<file path="src/dstp_pkg.sv">
package dstp_pkg;

  localparam int unsigned ChW       = 8;
  localparam int unsigned DigitsW   = 60;
  localparam int unsigned SigW      = 61;
  localparam int unsigned FracW     = 10;
  localparam int unsigned ExpValW   = 10;
  localparam int unsigned DecExpW   = 12;

  localparam logic [DigitsW-1:0] SigLimit  = 60'd999999999999999999;
  localparam logic [DigitsW-1:0] SigThresh = SigLimit / 60'd10;

  localparam logic [ExpValW-1:0] MaxExponent       = 10'd999;
  localparam logic [FracW-1:0]   MaxFractionDigits = 10'd1023;

  localparam logic [ChW-1:0] ChNul   = 8'h00;
  localparam logic [ChW-1:0] ChTab   = 8'h09;
  localparam logic [ChW-1:0] ChCr    = 8'h0d;
  localparam logic [ChW-1:0] ChSpace = 8'h20;
  localparam logic [ChW-1:0] ChPlus  = 8'h2b;
  localparam logic [ChW-1:0] ChMinus = 8'h2d;
  localparam logic [ChW-1:0] ChDot   = 8'h2e;
  localparam logic [ChW-1:0] ChZero  = 8'h30;
  localparam logic [ChW-1:0] ChNine  = 8'h39;
  localparam logic [ChW-1:0] ChUpperE = 8'h45;
  localparam logic [ChW-1:0] ChLowerE = 8'h65;

  typedef struct packed {
    logic           vld;
    logic [ChW-1:0] ch;
  } item_t;

  function automatic logic is_digit(input logic [ChW-1:0] c);
    return (c >= ChZero) && (c <= ChNine);
  endfunction

  function automatic logic is_space(input logic [ChW-1:0] c);
    return (c == ChSpace) || ((c >= ChTab) && (c <= ChCr));
  endfunction

  function automatic logic is_exp_mark(input logic [ChW-1:0] c);
    return (c == ChLowerE) || (c == ChUpperE);
  endfunction

endpackage

</file>
<file path="src/decimal_scientific_text_parser_core.sv">
// decimal scientific text parser
// input channel: one character per transaction on ch_i (in_valid_i / in_stall_o);
// a zero character ends the string
// output channel: one transaction per terminator on significand_o,
// decimal_exponent_o and overflowed_o (out_valid_o / out_stall_i); the value is
// significand_o * 10^decimal_exponent_o
// non-terminator characters produce no output transaction
// an accepted terminator passes through the input register, then the result register
// throughput: one character per cycle, bar a terminator held by a stalled result;
// set by the combinational update of the parse state (multiply by ten and add)
// a stalled result is held in the result register while characters keep flowing;
// only a further terminator waits, stalling the input, until the result is taken
// reset: parse state returns to the leading whitespace phase, both registers empty

module decimal_scientific_text_parser_core
  import dstp_pkg::*;
(
  input  logic                      clk_i,
  input  logic                      rst_ni,
  input  logic                      in_valid_i,
  output logic                      in_stall_o,
  input  logic [ChW-1:0]            ch_i,
  output logic                      out_valid_o,
  input  logic                      out_stall_i,
  output logic signed [SigW-1:0]    significand_o,
  output logic signed [DecExpW-1:0] decimal_exponent_o,
  output logic                      overflowed_o
);

  logic           vld_q;
  logic [ChW-1:0] ch_q;
  logic           take;
  item_t          item;

  assign item.vld   = vld_q;
  assign item.ch    = ch_q;
  assign in_stall_o = vld_q && !take;

  always_ff @(posedge clk_i or negedge rst_ni) begin
    if (!rst_ni) begin
      vld_q <= 1'b0;
    end else if (in_valid_i && !in_stall_o) begin
      vld_q <= 1'b1;
    end else if (take) begin
      vld_q <= 1'b0;
    end
  end

  always_ff @(posedge clk_i) begin
    if (in_valid_i && !in_stall_o) begin
      ch_q <= ch_i;
    end
  end

  dstp_parser u_parser (
    .clk_i              (clk_i),
    .rst_ni             (rst_ni),
    .item_i             (item),
    .take_o             (take),
    .out_valid_o        (out_valid_o),
    .out_stall_i        (out_stall_i),
    .significand_o      (significand_o),
    .decimal_exponent_o (decimal_exponent_o),
    .overflowed_o       (overflowed_o)
  );

endmodule

</file>
<file path="src/dstp_digit_acc.sv">
module dstp_digit_acc
  import dstp_pkg::*;
(
  input  logic [DigitsW-1:0] acc_i,
  input  logic [3:0]         digit_i,
  output logic [DigitsW-1:0] acc_o,
  output logic               sat_o
);

  logic [DigitsW-1:0] times_ten;

  assign times_ten = (acc_i << 3) + (acc_i << 1);
  assign sat_o     = acc_i > SigThresh;
  assign acc_o     = sat_o ? SigLimit : times_ten + {{(DigitsW-4){1'b0}}, digit_i};

endmodule

</file>
<file path="src/dstp_parser.sv">
module dstp_parser
  import dstp_pkg::*;
(
  input  logic                      clk_i,
  input  logic                      rst_ni,
  input  item_t                     item_i,
  output logic                      take_o,
  output logic                      out_valid_o,
  input  logic                      out_stall_i,
  output logic signed [SigW-1:0]    significand_o,
  output logic signed [DecExpW-1:0] decimal_exponent_o,
  output logic                      overflowed_o
);

  typedef enum logic [2:0] {
    PhLead,
    PhInt,
    PhFrac,
    PhExpSign,
    PhExpDig,
    PhStop
  } phase_e;

  phase_e               phase_q, phase_d;
  logic                 neg_q, neg_d;
  logic [DigitsW-1:0]   digits_q, digits_d;
  logic [FracW-1:0]     frac_q, frac_d;
  logic                 exp_neg_q, exp_neg_d;
  logic [ExpValW-1:0]   exp_q, exp_d;
  logic                 sat_q, sat_d;
  logic                 out_valid_q;
  logic [SigW-1:0]      sig_q, sig_d;
  logic [DecExpW-1:0]   dexp_q, dexp_d;
  logic                 ovf_q;

  logic                 is_nul;
  logic [3:0]           digit;
  logic [DigitsW-1:0]   acc_next;
  logic                 acc_sat;
  logic [13:0]          exp_next;
  logic                 exp_over;
  logic [ExpValW-1:0]   exp_sat_val;
  logic [DecExpW-1:0]   exp_signed;

  assign is_nul = item_i.ch == ChNul;
  assign take_o = item_i.vld && (!is_nul || !out_valid_q || !out_stall_i);
  assign digit  = 4'(item_i.ch - ChZero);

  dstp_digit_acc u_acc (
    .acc_i   (digits_q),
    .digit_i (digit),
    .acc_o   (acc_next),
    .sat_o   (acc_sat)
  );

  assign exp_next    = ({4'd0, exp_q} << 3) + ({4'd0, exp_q} << 1) + {10'd0, digit};
  assign exp_over    = exp_next > {4'd0, MaxExponent};
  assign exp_sat_val = exp_over ? MaxExponent : exp_next[ExpValW-1:0];

  assign exp_signed = exp_neg_q ? -{2'b00, exp_q} : {2'b00, exp_q};
  assign dexp_d     = exp_signed - {2'b00, frac_q};
  assign sig_d      = neg_q ? -{1'b0, digits_q} : {1'b0, digits_q};

  always_comb begin
    phase_d   = phase_q;
    neg_d     = neg_q;
    digits_d  = digits_q;
    frac_d    = frac_q;
    exp_neg_d = exp_neg_q;
    exp_d     = exp_q;
    sat_d     = sat_q;
    if (take_o) begin
      if (is_nul) begin
        phase_d   = PhLead;
        neg_d     = 1'b0;
        digits_d  = '0;
        frac_d    = '0;
        exp_neg_d = 1'b0;
        exp_d     = '0;
        sat_d     = 1'b0;
      end else begin
        case (phase_q)
          PhLead: begin
            if (is_space(item_i.ch)) begin
              phase_d = PhLead;
            end else if (item_i.ch == ChMinus) begin
              neg_d   = 1'b1;
              phase_d = PhInt;
            end else if (item_i.ch == ChPlus) begin
              phase_d = PhInt;
            end else if (is_digit(item_i.ch)) begin
              digits_d = acc_next;
              sat_d    = sat_q | acc_sat;
              phase_d  = PhInt;
            end else if (item_i.ch == ChDot) begin
              phase_d = PhFrac;
            end else if (is_exp_mark(item_i.ch)) begin
              phase_d = PhExpSign;
            end else begin
              phase_d = PhStop;
            end
          end
          PhInt: begin
            if (is_digit(item_i.ch)) begin
              digits_d = acc_next;
              sat_d    = sat_q | acc_sat;
            end else if (item_i.ch == ChDot) begin
              phase_d = PhFrac;
            end else if (is_exp_mark(item_i.ch)) begin
              phase_d = PhExpSign;
            end else begin
              phase_d = PhStop;
            end
          end
          PhFrac: begin
            if (is_digit(item_i.ch)) begin
              digits_d = acc_next;
              if (frac_q >= MaxFractionDigits) begin
                sat_d = 1'b1;
              end else begin
                frac_d = frac_q + FracW'(1);
                sat_d  = sat_q | acc_sat;
              end
            end else if (is_exp_mark(item_i.ch)) begin
              phase_d = PhExpSign;
            end else begin
              phase_d = PhStop;
            end
          end
          PhExpSign: begin
            if (item_i.ch == ChMinus) begin
              exp_neg_d = 1'b1;
              phase_d   = PhExpDig;
            end else if (item_i.ch == ChPlus) begin
              phase_d = PhExpDig;
            end else if (is_digit(item_i.ch)) begin
              exp_d   = exp_sat_val;
              sat_d   = sat_q | exp_over;
              phase_d = PhExpDig;
            end else begin
              phase_d = PhStop;
            end
          end
          PhExpDig: begin
            if (is_digit(item_i.ch)) begin
              exp_d = exp_sat_val;
              sat_d = sat_q | exp_over;
            end else begin
              phase_d = PhStop;
            end
          end
          default: begin
            phase_d = PhStop;
          end
        endcase
      end
    end
  end

  always_ff @(posedge clk_i or negedge rst_ni) begin
    if (!rst_ni) begin
      phase_q     <= PhLead;
      neg_q       <= 1'b0;
      digits_q    <= '0;
      frac_q      <= '0;
      exp_neg_q   <= 1'b0;
      exp_q       <= '0;
      sat_q       <= 1'b0;
      out_valid_q <= 1'b0;
    end else begin
      phase_q   <= phase_d;
      neg_q     <= neg_d;
      digits_q  <= digits_d;
      frac_q    <= frac_d;
      exp_neg_q <= exp_neg_d;
      exp_q     <= exp_d;
      sat_q     <= sat_d;
      if (take_o && is_nul) begin
        out_valid_q <= 1'b1;
      end else if (!out_stall_i) begin
        out_valid_q <= 1'b0;
      end
    end
  end

  always_ff @(posedge clk_i) begin
    if (take_o && is_nul) begin
      sig_q  <= sig_d;
      dexp_q <= dexp_d;
      ovf_q  <= sat_q;
    end
  end

  assign out_valid_o        = out_valid_q;
  assign significand_o      = sig_q;
  assign decimal_exponent_o = dexp_q;
  assign overflowed_o       = ovf_q;

`ifndef ASSERT_OFF
  a_digits_bound: assert property (@(posedge clk_i) disable iff (!rst_ni)
    digits_q <= SigLimit) else $error("significand above limit");

  a_exp_bound: assert property (@(posedge clk_i) disable iff (!rst_ni)
    exp_q <= MaxExponent) else $error("exponent above limit");

  a_nul_resets: assert property (@(posedge clk_i) disable iff (!rst_ni)
    take_o && is_nul |=> out_valid_q && phase_q == PhLead && digits_q == '0 && !sat_q)
    else $error("terminator did not emit and clear");

  a_stall_holds: assert property (@(posedge clk_i) disable iff (!rst_ni)
    out_valid_q && out_stall_i |-> !(take_o && is_nul))
    else $error("result overwritten while stalled");
`endif

endmodule
</file>
<file path="config.mk">
export PLATFORM = sky130hd
export DESIGN_NAME = decimal_scientific_text_parser_core
export DESIGN_NICKNAME = d
export VERILOG_FILES = /design/src/dstp_pkg.sv /design/src/decimal_scientific_text_parser_core.sv /design/src/dstp_digit_acc.sv /design/src/dstp_parser.sv
export SDC_FILE = /design/constraint.sdc
export NUM_CORES = 1
export LEC_CHECK = 0
export ABC_AREA = 1
export ABC_CLOCK_PERIOD_IN_PS = 3500
export BUFFER_PORTS_ARGS = -buffer_cell sky130_fd_sc_hd__buf_2
export CAP_MARGIN = 20
export CORE_UTILIZATION = 45
export DETAILED_ROUTE_END_ITERATION = 12
export SYNTH_ARGS = -nofsm -noshare
export SYNTH_HDL_FRONTEND = slang
export SYNTH_SLANG_ARGS = --single-unit
</file>
<file path="constraint.sdc">
create_clock -name clk_i -period 3.5 [get_ports clk_i]
set_input_delay 0.175 -clock clk_i [delete_from_list [all_inputs] [get_ports clk_i]]
set_output_delay 0.175 -clock clk_i [all_outputs]
set_load 0.005 [all_outputs]
</file>
After elaboration in Yosys (flattened, before gate mapping)
Cells that the tools add are included.
- $add $sub $neg: 9
- order comparisons: 7
- eq/ne operators: 22
- multiplexer cells: 54
- bitwise logic cells: 2
- reductions and logical operators: 34
- operators by type and width (operator ; number):
    $mux 60 ; 7
    $pmux 60 s2 ; 1
    $mux 10 ; 9
    $neg 60->61 ; 1
    $add 60x4->60 ; 1
    $add 60x60->60 ; 1
    $gt 60x57->1 const B ; 1
    $mux 3 ; 12
    $eq 8x6->1 const B ; 4
    $ne 3x2->1 const B ; 8
    $mux 1 ; 21
    $pmux 10 s2 ; 1
    $eq 8x7->1 const B ; 2
    $reduce_and 4->1 ; 4
    $pmux 3 s5 ; 1
    $add 13x11->14 ; 1
    $add 14x4->14 ; 1
    $gt 14x10->1 const B ; 1
    $mux 12 ; 1
    $neg 10->12 ; 1
    $reduce_bool 2->1 ; 6
    $sub 12x10->12 ; 1
    $add 10x1->10 const B ; 1
    $ge 10x10->1 const B ; 1
    other kinds (23) ; 40
- bits in registers: 170
- input port bits: 12
- output and inout port bits: 76
- word-level logic and storage cells: 142

Longest topological paths before layout
- depth in word-level cells: 10
- depth in mapped cells: 17

By module
Synthesis repeated with hierarchy kept, for this count alone.
- cell total of the unflattened synthesis: 2633
- area, all modules: 16948.8 um^2
- by module, submodules not included (module ; instances ; cells an instance ; area each (um^2)):
    dstp_parser ; 1 ; 1252 ; 9834.4
    dstp_digit_acc ; 1 ; 1366 ; 6816.5
    decimal_scientific_text_parser_core ; 1 ; 15 ; 297.8

Least setup slack after synthesis
No wires, ideal clock.
- path kind: register to register
- start point: register ch_q[3]
- end point: register u_parser.dexp_q[0], in the netlist u_parser.decimal_exponent_o[0] (enable)
- library setup time: 0.850 ns
- arrival time: 2.723 ns
- required time: 2.650 ns
- slack: -0.072 ns
- stages on the path, launching flop included: 9
- period minus slack after synthesis: 3.572 ns
- cells stage by stage: edfxtp_1 > inv_1 > nand3_1 > nor2_2 > nand2_1 > nand2_2 > inv_1 > nand2_1 > clkinv_1
- cells in the longest elaborated chain, start to end: 6
- RTL lines (element ; RTL line ; source):
    start: declaration ; decimal_scientific_text_parser_core.sv:31 ; logic [ChW-1:0] ch_q;
    start signal: assignment ; decimal_scientific_text_parser_core.sv:51 ; ch_q <= ch_i;
    $logic_not 8->1 * ; dstp_parser.sv:45 ; assign is_nul = item_i.ch == ChNul;
    $logic_not 1->1 ; dstp_parser.sv:46 ; assign take_o = item_i.vld && (!is_nul || !out_valid_q || !out_stall_i);
    $logic_or 1x1->1 (2 in series) ; dstp_parser.sv:46 ;
    $logic_and 1x1->1 ; dstp_parser.sv:46 ;
    $logic_and 1x1->1 * ; dstp_parser.sv:187 ; if (take_o && is_nul) begin
    end signal: assignment ; dstp_parser.sv:189 ; dexp_q <= dexp_d;
    end: declaration ; dstp_parser.sv:33 ; logic [DecExpW-1:0] dexp_q, dexp_d;
Every way passes the cells marked *; elsewhere a longest branch is shown, timed or not.
A chain may end at the register's enable or synchronous reset.

Worst setup path after layout
- start point: register ch_q[2]
- end point: register u_parser.sat_q
- cells in the longest elaborated chain, start to end: 9
- elaborated cells on any way between the ends: 36
- those cells by class: 2 x add/sub; 5 x order compare; 9 x eq/ne; 9 x mux; 1 x bitwise; 10 x reduce/logical
- RTL lines (element ; RTL line ; source):
    $sub 4x1->4 ; dstp_parser.sv:47 ; assign digit = 4'(item_i.ch - ChZero);
    $add 14x4->14 ; dstp_parser.sv:56 ; assign exp_next = ({4'd0, exp_q} << 3) + ({4'd0, exp_q} << 1) + {10'd0, digit};
    $gt 14x10->1 ; dstp_parser.sv:57 ; assign exp_over = exp_next > {4'd0, MaxExponent};
    $or 1x1->1 ; dstp_parser.sv:138, dstp_parser.sv:147 ;
    $mux 1 ; dstp_parser.sv:136, dstp_parser.sv:145 ;
    $mux 1 ; dstp_parser.sv:134 ; end else if (item_i.ch == ChPlus) begin
    $mux 1 ; dstp_parser.sv:131 ; if (item_i.ch == ChMinus) begin
    $pmux 1 s5 ; dstp_parser.sv:82 ; case (phase_q)
    $mux 1 ; dstp_parser.sv:73 ; if (is_nul) begin
    end signal: assignment ; dstp_parser.sv:177 ; sat_q <= sat_d;
    end: declaration ; dstp_parser.sv:30 ; logic sat_q, sat_d;
Parallel ways exist; a longest one is shown, timed or not. The select of a mux whose other input is x is not followed.

==> flow_summary_export.csv <==
group,metric,value,unit
run_status,status,"completed",
sta,timing.final.crit_share,0.899,
critical_path,r2r_setup_slack,0.35,ns
synth,synth.most_common_cell,"nand2_1",
finish,utilization,0.507,
critical_path,path_class,"reg -> reg",
sta,rsz0062_at_grt,"false",
global_routing,antenna_found_initial,0,
drt,wl_per_cell,18.9,um
critical_path,startpoint_type,"flop",
global_routing,grt_max_degree,73,
global_routing,grtUsageMet1,0.417,
synth,synth_cell_types,48,
floorplan,placementRows,66,
finish,syn2layout_area_growth,11.2,%
cts,cts_buffer_depth,2,
sta,hold_viol,0,
floorplan,dieHeight,183,um
synth,synth_flop_cell,"dfrtp_1",
placement,dp_slack,0.330,ns
cts,root_buffer,"clkbuf_16",
floorplan,initial_core_util,0.456,
global_routing,grtUsageMet2,0.491,
drt,firstDrtPassIters,5,
critical_path,r2r-end,"u_parser.sat_q",
drt,vias_per_cell,5.53,
synth,synthAdderAreaFrac,0.131,
sta,slew_headroom,0.402,
placement,dp_hpwl,39600,um
synth,ys_seq_area_frac,0.315,
critical_path,worst_setup_path_end_kind,"flop",
finish,final_area,16500,sq um
placement,placed_area,15800,sq um
synth,synthesis.area,14800,sq um
cts,cts_num_sinks,170,
pwr,peakVddDrop,0.000397,V
placement,gp_congestion,0.987,
finish,fin_nets,2340,
pwr,power_density,554,nW/um^2
synth,synthMuxAreaShare,0,
critical_path,reg2reg_depth,15,
sta,tightestPinTransition,0.895,ns
synth,yosys.area_share.simple,0.281,
synth,synth_top_family_by_area,"simple AND/OR/NAND/NOR gates",
global_routing,grt_usage,0.302,
synth,syn_inst,2071,
sta,setup_tns,0,ns
sta,fin_crit,3.15,ns
synth,yosysWarningCount,0,
synth,synth_edf_count,82,
drt,antenna_left,0,
critical_path,worst-path-max-fanout,7,
synth,synth_fp_nets,2235,
critical_path,timing.rr.start,"ch_q[2]",
synth,synth_compound_area_frac,0.129,
synth,synth_area_leaders,"edfxtp_1, dfrtp_1, ha_1",
global_routing,grt_pass1_wl,77200,um
min_path,min_path_type,"in -> async",
drt,wl,49700,um
floorplan,pin_count,88,
sta,maxSlewViolCount,0,
placement,port_buffers,87,
drt,drc,0,
finish,diodes,0,
floorplan,core-area,32500,sq um
cts,cts_buffers,17,
synth,yosys-top-cells-count,"nand2_1, inv_1, nor2_1",
synth,synth.avg_cell_area,7.15,sq um
cts,cts_tree,"built",
critical_path,endpoint,"u_parser.sat_q",
floorplan,die_area,33600,sq um
pwr,p_leak,7.90,nW
drt,vias,14600,
sta,layout_setup_ws,0.352,ns
run,maxCapViolCount,0,
global_routing,first_global_vias,13700,
synth,synth-xor-area-share,0.0651,
global_routing,grt-ovfl-total,0,
synth,async_flop_share,0.518,
cts,clk_latency,0.46,ns
drt,drt_iter0_markers,1155,
synth,yosys_register_bits,170,
floorplan,die_w,183,um
sta,setup_viol,0,
sta,max_freq,318,MHz
synth,synth_top_area_frac,0.166,
global_routing,met3_usage,0.0351,
global_routing,busiest_layer,"met2",
critical_path,worst_ep_arrival_time,3.50,ns
synth,yosysTopAreaCell,"edfxtp_1",
finish,layout-drive-gt1-share,0.0749,
critical_path,crit_start,"ch_q[2]",
sta,skew,0.0152,ns
cts,clkTransAtPathRegs,0.07,ns
critical_path,crit_required,3.85,ns
cts,htreeDepth,4,
## worst min-delay path by stage
stage,startpoint,cells past startpoint,slack [ns],end
after floorplan,rst_ni,0,-0.12,u_parser.digits_q[0]
after global placement,ch_i[4],1,0.35,ch_q[4]
after detailed placement,ch_i[6],1,0.36,ch_q[6]
after CTS,ch_i[4],2,0.43,ch_q[4]
after global routing,rst_ni,2,0.24,u_parser.exp_q[7]
final,rst_ni,2,0.20,u_parser.exp_q[7]
## timing repair
action | CTS | global route
hold buffers | 11 | 0
endpoints found under the setup margin | 0 | 1
endpoints found under the hold margin | 81 | 0
setup buffers | 0 | 0
gates resized for setup | 0 | 1
## through the flow
| step | std cells | power [mW] | hold slack, ns |
|---|---|---|---|
| 2_1_floorplan | 2071 | 5.84 | -0.121 |
| 3_3_place_gp | 2587 | 7.08 | 0.353 |
| 3_5_place_dp | 2587 | 7.14 | 0.358 |
| 4_1_cts | 2630 | 9.05 | 0.431 |
| 5_1_grt | 2631 | 9.81 | 0.237 |
| 6_report | 2631 | 9.12 | 0.200 |
## state kept, by name (all words and copies together) (netlist names), 3 cells and up
| signal | count |
|---|---|
| u_parser.phase_q | 3 |
| u_parser.decimal_exponent_o | 12 |
| u_parser.significand_o | 61 |
| u_parser.exp_q | 10 |
| u_parser.digits_q | 60 |
| u_parser.frac_q | 10 |
| ch_q | 8 |
## area by class of cell
class / instances / area [sq um]
Tap cell: 442 / 553
Timing Repair Buffer: 110 / 658
Sequential cell: 170 / 4660
Clock inverter: 13 / 115
Fill cell: 3303 / 16000
Multi-Input combinational cell: 1600 / 8980
Clock buffer: 19 / 443
Inverter: 277 / 1040
## layout by cell type, fill, tap and decap left out, drive strengths merged, types with 14 or more instances in the layout
cell type,Yosys,final
dfrtp,88,88
nand3,134,134
buf,15,99
nor2,267,267
inv,276,281
a21oi,134,134
o21ai,170,170
nand4,33,33
xor2,93,93
clkbuf,9,19
edfxtp,82,82
o22ai,14,14
xnor2,17,17
nor3,37,37
nand2,479,479
ha,147,147
nor4,17,17
## critical path, stage by stage, from the launching register on
cell	delay, ns
edfxtp_1	0.54
ha_1	0.36
ha_1	0.28
fa_1	0.49
nand3_1	0.15
nand3_1	0.11
nand2_1	0.12
nand2_1	0.06
nand2_1	0.06
nand2_1	0.05
a21oi_1	0.19
nand4_1	0.32
nand2_1	0.14
nand3_1	0.07
nand2_1	0.06
nand2_1	0.04
## kinds of logic after synthesis
kind of cell | after synthesis
adders and majority gates | 152
xor gates and xnor gates | 110
and+or+nand+nor | 980
AOI/OAI and AO/OA | 358
buffers and inverters | 301
DFF | 170
## routing by layer
metal	part of all wire	wire, um	vias up
met5	0	0	-
met4	0.027	1350	0
met3	0.051	2540	71
met2	0.46	22700	510
met1	0.46	23100	6861
li1	-	-	7111
## report_power, final
| group | internal, mW | leakage [nW] | switching, mW | total [mW] |
|---|---|---|---|---|
| combinational | 1.56 | 5.90 | 3.19 | 4.75 |
| clock | 0.950 | 0.274 | 0.927 | 1.88 |
| sequential | 2.28 | 1.73 | 0.217 | 2.49 |
| total | 4.78 | 7.90 | 4.34 | 9.12 |
(Power assumes the default switching activity.)
